**src/hw/rtl/flvd_pkg.sv**
```systemverilog
// Types and constants of the FLV video tag deframer.
// No dependencies; used by every module of the block.
package flvd_pkg;

    localparam int HDR_LEN     = 13;
    localparam int TAG_BYTES   = 13;
    localparam int TRAILER_LEN = 4;

    localparam logic [7:0]  SIG_F       = 8'h46;
    localparam logic [7:0]  SIG_L       = 8'h4C;
    localparam logic [7:0]  SIG_V       = 8'h56;
    localparam logic [7:0]  FLV_VERSION = 8'h01;
    localparam logic [31:0] DATA_OFFSET = 32'd9;

    localparam logic [7:0] VIDEO_KIND_RESET = 8'd9;
    localparam logic [3:0] JPEG_CODEC_RESET = 4'd1;

    localparam int        ADDR_W           = 3;
    localparam logic      REG_VIDEO_KIND   = 1'b0;
    localparam logic      REG_JPEG_CODEC   = 1'b1;

    typedef enum logic [3:0] {
        PH_HEADER  = 4'b0001,
        PH_TAG     = 4'b0010,
        PH_BODY    = 4'b0100,
        PH_TRAILER = 4'b1000
    } phase_t;

    typedef enum logic [2:0] {
        EV_NONE    = 3'd0,
        EV_HDR_OK  = 3'd1,
        EV_HDR_BAD = 3'd2,
        EV_TAG_BAD = 3'd3,
        EV_TAG_OK  = 3'd4
    } event_t;

    typedef struct packed {
        logic [7:0] stream_byte;
        logic       restart;
    } in_item_t;

    typedef struct packed {
        logic [7:0]  payload_byte;
        logic        payload_valid;
        logic        frame_last;
        logic [63:0] frame_timestamp;
        logic [2:0]  event_code;
    } out_item_t;

    typedef struct packed {
        logic [7:0] video_tag_kind;
        logic [3:0] jpeg_codec_code;
    } cfg_t;

endpackage

```
**src/hw/rtl/flvd_parser.sv**
```systemverilog
// Parser state and per-byte decode of the FLV video tag deframer.
// Depends on flvd_pkg.
module flvd_parser
(
    input  logic                  clk,
    input  logic                  rst_n,
    input  logic                  step,
    input  flvd_pkg::in_item_t    item,
    input  flvd_pkg::cfg_t        cfg,
    output flvd_pkg::out_item_t   result
);

    flvd_pkg::phase_t phase_reg, phase_next;
    logic [3:0]       pos_reg, pos_next;
    logic             header_good_reg, header_good_next;
    logic [31:0]      offset_reg, offset_next;
    logic [7:0]       kind_reg, kind_next;
    logic [23:0]      remain_reg, remain_next;
    logic [63:0]      ts_reg, ts_next;

    flvd_pkg::phase_t cur_phase;
    logic [3:0]       cur_pos;
    logic             cur_good;
    logic [7:0]       b;
    logic [23:0]      remain_dec;
    logic             tag_ok;

    // Restart drops back to header byte zero before this byte is taken.
    assign b          = item.stream_byte;
    assign cur_phase  = item.restart ? flvd_pkg::PH_HEADER : phase_reg;
    assign cur_pos    = item.restart ? 4'd0 : pos_reg;
    assign cur_good   = item.restart ? 1'b1 : header_good_reg;
    assign remain_dec = remain_reg - 24'd1;
    assign tag_ok     = (kind_reg == cfg.video_tag_kind) && (remain_reg != 24'd0)
                     && (b[3:0] == cfg.jpeg_codec_code);

    always_comb
    begin
        phase_next       = cur_phase;
        pos_next         = cur_pos;
        header_good_next = cur_good;
        offset_next      = offset_reg;
        kind_next        = kind_reg;
        remain_next      = remain_reg;
        ts_next          = ts_reg;
        result           = '0;

        unique case (cur_phase)
            flvd_pkg::PH_HEADER:
            begin
                unique case (cur_pos)
                    4'd0: header_good_next = (b == flvd_pkg::SIG_F);
                    4'd1: header_good_next = cur_good & (b == flvd_pkg::SIG_L);
                    4'd2: header_good_next = cur_good & (b == flvd_pkg::SIG_V);
                    4'd3: header_good_next = cur_good & (b == flvd_pkg::FLV_VERSION);
                    4'd4: header_good_next = cur_good & b[0];
                    4'd5, 4'd6, 4'd7: offset_next = {offset_reg[23:0], b};
                    4'd8:
                    begin
                        offset_next      = {offset_reg[23:0], b};
                        header_good_next = cur_good
                                         & ({offset_reg[23:0], b} == flvd_pkg::DATA_OFFSET);
                    end
                    default: ;
                endcase
                if (cur_pos >= 4'(flvd_pkg::HDR_LEN - 1))
                begin
                    pos_next = 4'd0;
                    if (header_good_next)
                    begin
                        result.event_code = flvd_pkg::EV_HDR_OK;
                        phase_next        = flvd_pkg::PH_TAG;
                    end
                    else
                    begin
                        result.event_code = flvd_pkg::EV_HDR_BAD;
                        header_good_next  = 1'b1;
                    end
                end
                else
                begin
                    pos_next = cur_pos + 4'd1;
                end
            end
            flvd_pkg::PH_TAG:
            begin
                if (cur_pos == 4'd0)
                    kind_next = b;
                else if (cur_pos <= 4'd3)
                    remain_next = {remain_reg[15:0], b};
                else if (cur_pos < 4'(flvd_pkg::TAG_BYTES - 1))
                    ts_next = {ts_reg[55:0], b};

                if (cur_pos >= 4'(flvd_pkg::TAG_BYTES - 1))
                begin
                    pos_next = 4'd0;
                    if (!tag_ok)
                    begin
                        result.event_code = flvd_pkg::EV_TAG_BAD;
                        phase_next        = flvd_pkg::PH_HEADER;
                        header_good_next  = 1'b1;
                    end
                    else
                    begin
                        result.event_code      = flvd_pkg::EV_TAG_OK;
                        result.frame_timestamp = ts_reg;
                        remain_next            = remain_dec;
                        // Size of one means no body: flag the empty frame now.
                        if (remain_dec == 24'd0)
                        begin
                            result.frame_last = 1'b1;
                            phase_next        = flvd_pkg::PH_TRAILER;
                        end
                        else
                        begin
                            phase_next = flvd_pkg::PH_BODY;
                        end
                    end
                end
                else
                begin
                    pos_next = cur_pos + 4'd1;
                end
            end
            flvd_pkg::PH_BODY:
            begin
                result.payload_byte    = b;
                result.payload_valid   = 1'b1;
                result.frame_timestamp = ts_reg;
                if (remain_reg <= 24'd1)
                begin
                    remain_next       = 24'd0;
                    result.frame_last = 1'b1;
                    phase_next        = flvd_pkg::PH_TRAILER;
                    pos_next          = 4'd0;
                end
                else
                begin
                    remain_next = remain_dec;
                end
            end
            flvd_pkg::PH_TRAILER:
            begin
                if (cur_pos >= 4'(flvd_pkg::TRAILER_LEN - 1))
                begin
                    phase_next = flvd_pkg::PH_TAG;
                    pos_next   = 4'd0;
                end
                else
                begin
                    pos_next = cur_pos + 4'd1;
                end
            end
            default:
            begin
                phase_next       = flvd_pkg::PH_HEADER;
                pos_next         = 4'd0;
                header_good_next = 1'b1;
            end
        endcase
    end

    always_ff @(posedge clk or negedge rst_n)
    begin
        if (!rst_n)
        begin
            phase_reg       <= flvd_pkg::PH_HEADER;
            pos_reg         <= 4'd0;
            header_good_reg <= 1'b1;
            offset_reg      <= '0;
            kind_reg        <= '0;
            remain_reg      <= '0;
            ts_reg          <= '0;
        end
        else if (step)
        begin
            phase_reg       <= phase_next;
            pos_reg         <= pos_next;
            header_good_reg <= header_good_next;
            offset_reg      <= offset_next;
            kind_reg        <= kind_next;
            remain_reg      <= remain_next;
            ts_reg          <= ts_next;
        end
    end

endmodule

```
**src/hw/rtl/flv_video_tag_deframer.sv**
```systemverilog
// Top level of the FLV video tag deframer: handshake, input and result registers,
// configuration port. Depends on flvd_pkg and flvd_parser.
//
// The deframer takes one stream byte per item and returns exactly one result item
// per input item, in order. Throughput is one item per clock cycle: an item is
// held in the input register, decoded combinationally by the parser and written
// into the result register, so a new item enters every cycle while the result
// side keeps taking. The parser first checks the 13-byte stream header (event 1
// or 2), then walks tag, body and trailer; a good video/JPEG tag gives event 4,
// a bad one event 3 and a return to header search. Body bytes come out with
// payload_valid, the tag timestamp and frame_last on the final byte; a tag of
// size one gives an empty-frame marker (event 4 with frame_last). Setting restart
// on an item makes that byte header byte zero. Two registers sit on the APB port:
// video tag kind at byte address 0 (reset 9) and JPEG codec code at byte address
// 4 (reset 1); write them only while the block is idle.
module flv_video_tag_deframer
(
    input  logic                                 clk,
    input  logic                                 rst_n,
    input  logic                                 in_valid,
    output logic                                 in_ready,
    input  flvd_pkg::in_item_t                   in_item,
    output logic                                 out_valid,
    input  logic                                 out_ready,
    output flvd_pkg::out_item_t                  out_item,
    input  logic                                 psel,
    input  logic                                 penable,
    input  logic                                 pwrite,
    input  logic [flvd_pkg::ADDR_W-1:0]          paddr,
    input  logic [31:0]                          pwdata,
    output logic [31:0]                          prdata,
    output logic                                 pready
);

    logic                in_valid_reg;
    flvd_pkg::in_item_t  in_item_reg;
    logic                out_valid_reg;
    flvd_pkg::out_item_t out_item_reg;
    flvd_pkg::cfg_t      cfg_reg;
    flvd_pkg::out_item_t result;
    logic                advance;
    logic                step;
    logic                cfg_write;

    // The result register frees up when empty or being taken this cycle.
    assign advance  = !out_valid_reg || out_ready;
    assign step     = in_valid_reg && advance;
    assign in_ready = !in_valid_reg || advance;

    assign out_valid = out_valid_reg;
    assign out_item  = out_item_reg;

    // Input register: load on every accepted item, drain when the parser steps.
    always_ff @(posedge clk or negedge rst_n)
    begin
        if (!rst_n)
            in_valid_reg <= 1'b0;
        else if (in_ready)
            in_valid_reg <= in_valid;
    end

    always_ff @(posedge clk)
    begin
        if (in_valid && in_ready)
            in_item_reg <= in_item;
    end

    flvd_parser u_parser
    (
        .clk    (clk),
        .rst_n  (rst_n),
        .step   (step),
        .item   (in_item_reg),
        .cfg    (cfg_reg),
        .result (result)
    );

    // Result register: hold while stalled, refill from the parser on each step.
    always_ff @(posedge clk or negedge rst_n)
    begin
        if (!rst_n)
            out_valid_reg <= 1'b0;
        else if (advance)
            out_valid_reg <= in_valid_reg;
    end

    always_ff @(posedge clk)
    begin
        if (step)
            out_item_reg <= result;
    end

    // Configuration port: zero wait states, word select on paddr bit 2.
    assign pready    = 1'b1;
    assign cfg_write = psel && penable && pwrite;

    always_ff @(posedge clk or negedge rst_n)
    begin
        if (!rst_n)
        begin
            cfg_reg.video_tag_kind  <= flvd_pkg::VIDEO_KIND_RESET;
            cfg_reg.jpeg_codec_code <= flvd_pkg::JPEG_CODEC_RESET;
        end
        else if (cfg_write)
        begin
            unique case (paddr[2])
                flvd_pkg::REG_VIDEO_KIND: cfg_reg.video_tag_kind  <= pwdata[7:0];
                flvd_pkg::REG_JPEG_CODEC: cfg_reg.jpeg_codec_code <= pwdata[3:0];
                default: ;
            endcase
        end
    end

    always_comb
    begin
        unique case (paddr[2])
            flvd_pkg::REG_VIDEO_KIND: prdata = {24'd0, cfg_reg.video_tag_kind};
            flvd_pkg::REG_JPEG_CODEC: prdata = {28'd0, cfg_reg.jpeg_codec_code};
            default:                  prdata = '0;
        endcase
    end

endmodule

```
**config.mk**
```make
export PLATFORM = sky130hd
export DESIGN_NAME = flv_video_tag_deframer
export DESIGN_NICKNAME = d
export VERILOG_FILES = /design/src/hw/rtl/flvd_pkg.sv /design/src/hw/rtl/flvd_parser.sv /design/src/hw/rtl/flv_video_tag_deframer.sv
export SDC_FILE = /design/constraint.sdc
export NUM_CORES = 1
export LEC_CHECK = 0
export BUFFER_PORTS_ARGS = -buffer_cell sky130_fd_sc_hd__buf_2
export CORE_AREA = 4 4 151 153
export CTS_BUF_LIST = sky130_fd_sc_hd__clkbuf_4 sky130_fd_sc_hd__clkbuf_8 sky130_fd_sc_hd__clkbuf_16
export DETAILED_ROUTE_END_ITERATION = 8
export DIE_AREA = 0 0 155 157
export GPL_TIMING_DRIVEN = 0
export HOLD_SLACK_MARGIN = 0.1
export PLACE_DENSITY = 0.7
export SLEW_MARGIN = 20
export SYNTH_ARGS = -nofsm -noshare
export SYNTH_HDL_FRONTEND = slang
export SYNTH_SLANG_ARGS = --single-unit
```
**constraint.sdc**
```tcl
create_clock -name clk -period 4.7 [get_ports clk]
set_input_delay 0.705 -clock clk [delete_from_list [all_inputs] [get_ports clk]]
set_output_delay 0.705 -clock clk [all_outputs]
set_load 0.005 [all_outputs]
```
==> metrics.txt, run 1 <==
drt total wl=23.45 mm; Register Area=0.006167 sq mm; Max Slew Vio Count=0; Worst-Skew Late Latency=0.52 ns; Pwr Density=364.6 mW/mm^2; chip height=157 um; post-synthesis compound-gate area fraction=7.916%; Avg Inst Size Synth=12.58 sq um; top cells by area, synth=dfrtp_1 (33%), edfxtp_1 (25%), mux2_2 (12%), nor2b_1 (4.5%), buf_4 (1.8%); drt wl/cell=18.09 um; Post-synth EDFFs=86; vias in the first global route=6939; Filler cells=1784; most used flip-flop cell after synthesis=dfrtp_1; Post-synth top cells=dfrtp_1 (138), mux2_2 (112), edfxtp_1 (86); synthesized area=0.01053 sq mm; fraction of registers with async set/reset=62.45%; Clk pwr share=42.3%; placed cell areas=0.01159 sq mm; Distinct cells, synth=72; postcts setup bufs=0; Yosys top cell area share=32.81%; Worst Setup End Kind=register; nets=1057; Yosys top cell by area=dfrtp_1; register area share after synthesis=58.59%; Sink Count=229; post-layout min period=3.650 ns; Post-route DRC=0; final worst path period share=77.67%; antenna viol nets, final=0; Die ar.=0.02434 sq mm; CTS tree=done; leakage=5.520 nW; Worst EP required=4.94 ns; metal2 WL=10.74 mm; All-Layer GR Usage=19.26%; H-tree Lvls=1; Adder-Cell Fraction of Synth Area=0.9509%; Multi-input gate area=0.004030 sq mm; Tot Pwr=4.521 mW; I/O Pins=163; max reg flops=77; drt pass-1 iters=5; grt ovf=0; clk_skew=0.01452 ns; Comb power frac=7.9%; Resized Gates After CTS=0; worst slew pin tran=0.9575 ns; first-pass GRT wire length=38.07 mm; Psw=1.027 mW; Starting DRT DRC Count=479; max cap viols=0; core region area=0.02155 sq mm; initial antenna violation count=0; Inserted Clock Buffers=24; setup violators final=0; Worst Path Arrival=3.89 ns; number of synthesized register bits=229; setup tns final=0 ns; Synth Instances=837; Sequential Power Share=49.8%; HPWL after DPL=16.37 mm; maximum buffer depth of the clock tree=3; Simple-Gate Fraction of Synth Area=14.20%; post-synthesis mux area share=12.36%; internal power=3.494 mW; Max Clk Rate=0.2739 GHz; CTS root buf=clkbuf_16; kind of critical path=reg2reg; worst relative slew slack=35.64%; uppermost layer routed=met4; hold_buf cts=0; cell row count=54; share of layout cells above drive strength 1=32.28%; Worst VDD drop=0.0002478 V; Ys Warns=0; GPL Wtd Cong=0.9301; Hold WC Path Type=in2async; largest family of logic cells by synthesized area=simple AND/OR/NAND/NOR gates; Die W=155 um; Vias=7095; Initial Util=48.84%; Via density=5.475; setup slack, reg-to-reg=1.05 ns; ant diodes=0; Hold Worst Slack=0.1068 ns; RSZ-0062 raised after global routing=false; I/O Buffers=110; Area Growth Syn to Fin=17.78%; M1 WL=10.28 mm; maximum number of pins on one net before global-route repair=85; top-count cell post-synth=dfrtp_1; maximum net fanout on the critical path=10; met3 WL=1.773 mm; switch share=22.72%; CP Launch Type=register; xor/xnor share of the synthesized area=1.914%; final hold violations=0; status=finished, final reports clean; Final Cell Area=0.01240 sq mm; Worst-path clk slew=0.06 ns
==> critical path: stages (launching register included) <==
cell,delay [ns]
dfrtp_1,0.36
clkbuf_1,0.19
nor3_1,0.54
nand2_1,0.33
or3_1,0.46
nand3_1,0.22
nor2_1,0.15
nor2_2,0.43
clkbuf_1,0.54
nor2b_1,0.13
==> per-layer routing <==
metal | vias up | GRT usage, %
li1 | 3333 | -
met1 | 3409 | 27.78
met2 | 308 | 30.25
met3 | 45 | 3.079
met4 | 0 | 6.013
met5 | - | 0
==> final timing paths <==
check                                            to                    start  cells after the start
min in group clk                     in_item_reg[2]               in_item[2]                      1
hold / removal               u_parser.remain_reg[6]                    rst_n                      1
hold reg to reg                           out_valid             in_valid_reg                      1
max in group asynchronous  u_parser.header_good_reg                    rst_n                      2
setup reg to reg                        out_item[5]  u_parser.remain_reg[14]                      9
setup / recovery                        out_item[5]  u_parser.remain_reg[14]                      9
==> power groups by stage <==
| stage | combinational [mW] | sequential [mW] | clock [mW] |
|---|---|---|---|
| CTS | 0.363 | 2.25 | 1.95 |
| finish | 0.359 | 2.25 | 1.91 |
| global placement | 0.344 | 2.29 | 0 |
| floorplan | 0.213 | 2.28 | 0 |
| detailed placement | 0.361 | 2.29 | 0 |
| global route | 0.403 | 2.26 | 2.04 |
==> cells in the final DEF, fill, tap and decap left out, types with 13 or more instances in the layout <==
cell type / instances
nor3_1: 22
nand3_1: 13
o21ai_0: 28
edfxtp_1: 86
nor2b_1: 75
nor4_1: 17
dfrtp_1: 138
clkbuf_1: 28
buf_4: 25
clkbuf_16: 24
mux2_2: 112
buf_2: 118
nor2_1: 36
conb_1: 25
a21oi_1: 20
nand2_1: 30
xor2_1: 14
==> area by class of cell <==
cell class,instances,share of cell area [%]
Multi-Input combinational cell,551,32.51
Tap cell,280,2.826
Timing Repair Buffer,112,4.965
Inverter,14,0.4440
Clock buffer,33,5.591
Clock inverter,11,0.9587
Sequential cell,229,49.74
Buffer,66,2.967
==> logic make-up (layout without fill, tap and decap cells) <==
group | after synthesis | after routing
and+or+nand+nor | 261 | 261
other | 2 | 25
adders and majority gates | 8 | 8
AOI/OAI and AO/OA | 118 | 118
muxes | 116 | 116
xor gates and xnor gates | 23 | 23
buffers and inverters | 80 | 236
DFF | 229 | 229
==> through the flow <==
stage / util [%] / setup WS, ns / std cells
after floorplan: - / 0.4137 / 860
after global placement: 53.42 / -1.280 / 1250
after detailed placement: 53.76 / 1.096 / 1252
after CTS: 57.52 / 1.081 / 1296
after global routing: 57.52 / 0.7620 / 1296
final: 57.52 / 1.050 / 1296
(Power assumes the default switching activity.)
==> run 2, diff against run 1 <==
==> constraint.sdc (replaced) <==
create_clock -name clk -period 3.7 [get_ports clk]
set_input_delay 0.555 -clock clk [delete_from_list [all_inputs] [get_ports clk]]
set_output_delay 0.555 -clock clk [all_outputs]
set_load 0.005 [all_outputs]
==> metrics.txt, run 2 (synthesis results as in run 1) <==
Critical-path top delay cell=nor3_2; I/O Buffers=110 (unchanged); final setup margin=0.2368 ns (-0.8129 ns); Hold Startpoint=in_item[1]; switch share=22.51% (-0.21 points); I/O Pins=163 (unchanged); Psw=1.312 mW (+28%); Max Clk Rate=0.2887 GHz (+5.4%); hold depth=1; antenna viol nets, final=0 (unchanged); worst path bufs/invs=2 (unchanged); Worst Path Arrival=3.88 ns (about the same); Inserted Clock Buffers=24 (unchanged); final worst path period share=93.60% (+16 points); Worst Setup End Kind=register; Comb power frac=8.0% (about the same); core region area=0.02155 sq mm (unchanged); setup violators final=0 (unchanged); dpl cells=1253 (+0.080%); CP cell instances=buf_2, nor4_2, nand4_1, nor3_1, nor3_1, nor3_2, clkbuf_1, nand2_1, o211ai_1; CP Launch Type=register; nets=1059 (+0.19%); Via density=5.492 (+0.32%); worst relative slew slack=39.98% (+4.3 points); Largest delay share family, worst path=simple AND/OR/NAND/NOR gates; post-layout min period=3.463 ns (-0.1871 ns); Worst-path clk slew=0.06 ns (about the same); Hold WC Path Type=in2reg; most frequent cells in the layout=dfrtp_1 (138), buf_2 (118), mux2_2 (112), edfxtp_1 (86), nor2b_1 (75); setup slack, reg-to-reg=0.24 ns (-0.81 ns); leakage=5.547 nW (+0.47%); Worst EP required=4.11 ns (-0.83 ns); max cap viols=0 (unchanged); Tot Pwr=5.830 mW (+29%); Starting DRT DRC Count=534 (+11%); drt pass-1 iters=5 (unchanged); Worst-Skew Late Latency=0.52 ns (about the same); worst stage delay on the critical path=0.65 ns (+0.11 ns); GPL Wtd Cong=0.9075 (-2.4%); pre-CTS setup slack=0.005988 ns (-1.090 ns); All-Layer GR Usage=19.52% (+0.26 points); Sequential Power Share=49.1% (-0.7 points); drt total wl=24.07 mm (+2.7%); Vias=7129 (+0.48%); share of layout cells above drive strength 1=32.71% (+0.43 points); cell row count=54 (unchanged); Die W=155 um (unchanged); Sink Count=229 (unchanged); cell mode on critical path=nor3_1; Clk pwr share=42.9% (+0.6 points); clk_skew=0.01641 ns (+0.001884 ns); Max Slew Vio Count=0 (unchanged); maximum net fanout on the critical path=10 (unchanged); commonest non-fill, non-tap cell in the layout=dfrtp_1; CTS tree=done; CTS root buf=clkbuf_16; initial antenna violation count=0 (unchanged); final hold violations=0 (unchanged); drt wl/cell=18.55 um (+2.5%); ant diodes=0 (unchanged); R2R depth=9 (unchanged); Pwr Density=467.5 mW/mm^2 (+28%); max reg flops=77 (unchanged); Filler cells=1783 (-0.056%); RSZ-0062 raised after global routing=false; Area Growth Syn to Fin=18.47%; HPWL after DPL=16.86 mm (+3.0%); maximum buffer depth of the clock tree=3 (unchanged); hold path endpoint=in_item_reg[1]; maximum number of pins on one net before global-route repair=73 (-14%); Die ar.=0.02434 sq mm (unchanged); Post-route DRC=0 (unchanged); chip height=157 um (unchanged); first-pass GRT wire length=38.39 mm (+0.85%); H-tree Lvls=1 (unchanged); vias in the first global route=7094 (+2.2%); internal power=4.518 mW (+29%); worst slew pin tran=0.8921 ns (-0.06539 ns); Critical R2R Capture=u_parser.remain_reg[6]; kind of critical path=reg2reg; grt ovf=0 (unchanged); status=finished, final reports clean; Non-Filler Instances=1298 (+0.15%); Initial Util=48.84% (unchanged); FF-to-FF Start=u_parser.remain_reg[17]; Worst VDD drop=0.0002590 V (+4.5%)
[run 2: changes by cell type in the layout (fill, tap and decap cells not counted), sizes merged]
cell         before  now
dlygate4sd3       0    1
buf             150  149
clkinv            9   11
clkbuf           61   60
inv              13   12
bufinv            2    4
[run 2: what timing repair did]
action / in CTS / in global routing
hold endpoints to repair: 68 / 0
hold buffers: 1 / 0
endpoints found under the setup margin: 2 / 81
resized for setup: 2 / 7
buffers inserted: 0 / 0
[run 2: how the worst max path moves through the flow]
stage / end / start / slack, ns / cells after the start
final: u_parser.remain_reg[6] / u_parser.remain_reg[17] / 0.24 / 9
after global routing: u_parser.remain_reg[7] / in_item_reg[2] / 0.02 / 9
after CTS: out_item[29] / u_parser.remain_reg[14] / 0.05 / 9
after detailed placement: out_item[3] / u_parser.remain_reg[14] / 0.006 / 9
after global placement: u_parser.remain_reg[3] / out_ready / -1.19 / 10
after floorplan: u_parser.remain_reg[6] / out_ready / 0.23 / 9
[run 2: power by group through the flow]
stage / logic (mW) / clock network (mW) / registers (mW)
finish: 0.466 / 2.50 / 2.86
global placement: 0.439 / 0 / 2.91
detailed placement: 0.464 / 0 / 2.91
global route: 0.521 / 2.66 / 2.87
CTS: 0.470 / 2.57 / 2.86
floorplan: 0.271 / 0 / 2.89
[run 2: layout make-up]
type	instances	area, sq um	share of cell area, %
clock inverter	14	178.9	1.435
timing repair buffer	114	638.1	5.117
buffer	66	374.1	3.000
multi-input combinational	551	4054	32.51
clock buffer	30	651.9	5.227
sequential	229	6167	49.45
inverter	14	56.30	0.4515
tap	280	350.3	2.809
[run 2: through the flow]
stage | instance area (sq um) | hold WS [ns] | utilization (%) | setup TNS (ns)
floorplan | 10620 | 0.2594 | - | 0
global placement | 11520 | 0.4695 | 53.45 | -36.65
detailed placement | 11600 | 0.4882 | 53.84 | 0
CTS | 12450 | 0.1883 | 57.75 | 0
global route | 12470 | 0.1989 | 57.86 | 0
finish | 12470 | 0.2155 | 57.86 | 0
[run 2: metal layers]
metal	up-vias	part of all wire, %	GRT usage (%)	wire (um)
met4	0	2.5	5.845	609
met3	40	7.3	2.914	1766
met2	274	47	32.10	11300
met5	-	0	0	0
met1	3477	43	27.15	10400
li1	3338	-	-	-
[run 2: worst register-to-register path: cells and delay by family, from the launching register on]
| kind | cells | cell delay [ns] |
|---|---|---|
| AND/OR/NAND/NOR | 6 | 2.14 |
| buffers and inverters | 2 | 0.74 |
| flip-flops | 1 | 0.35 |
| AO/OA/AOI/OAI | 1 | 0.13 |
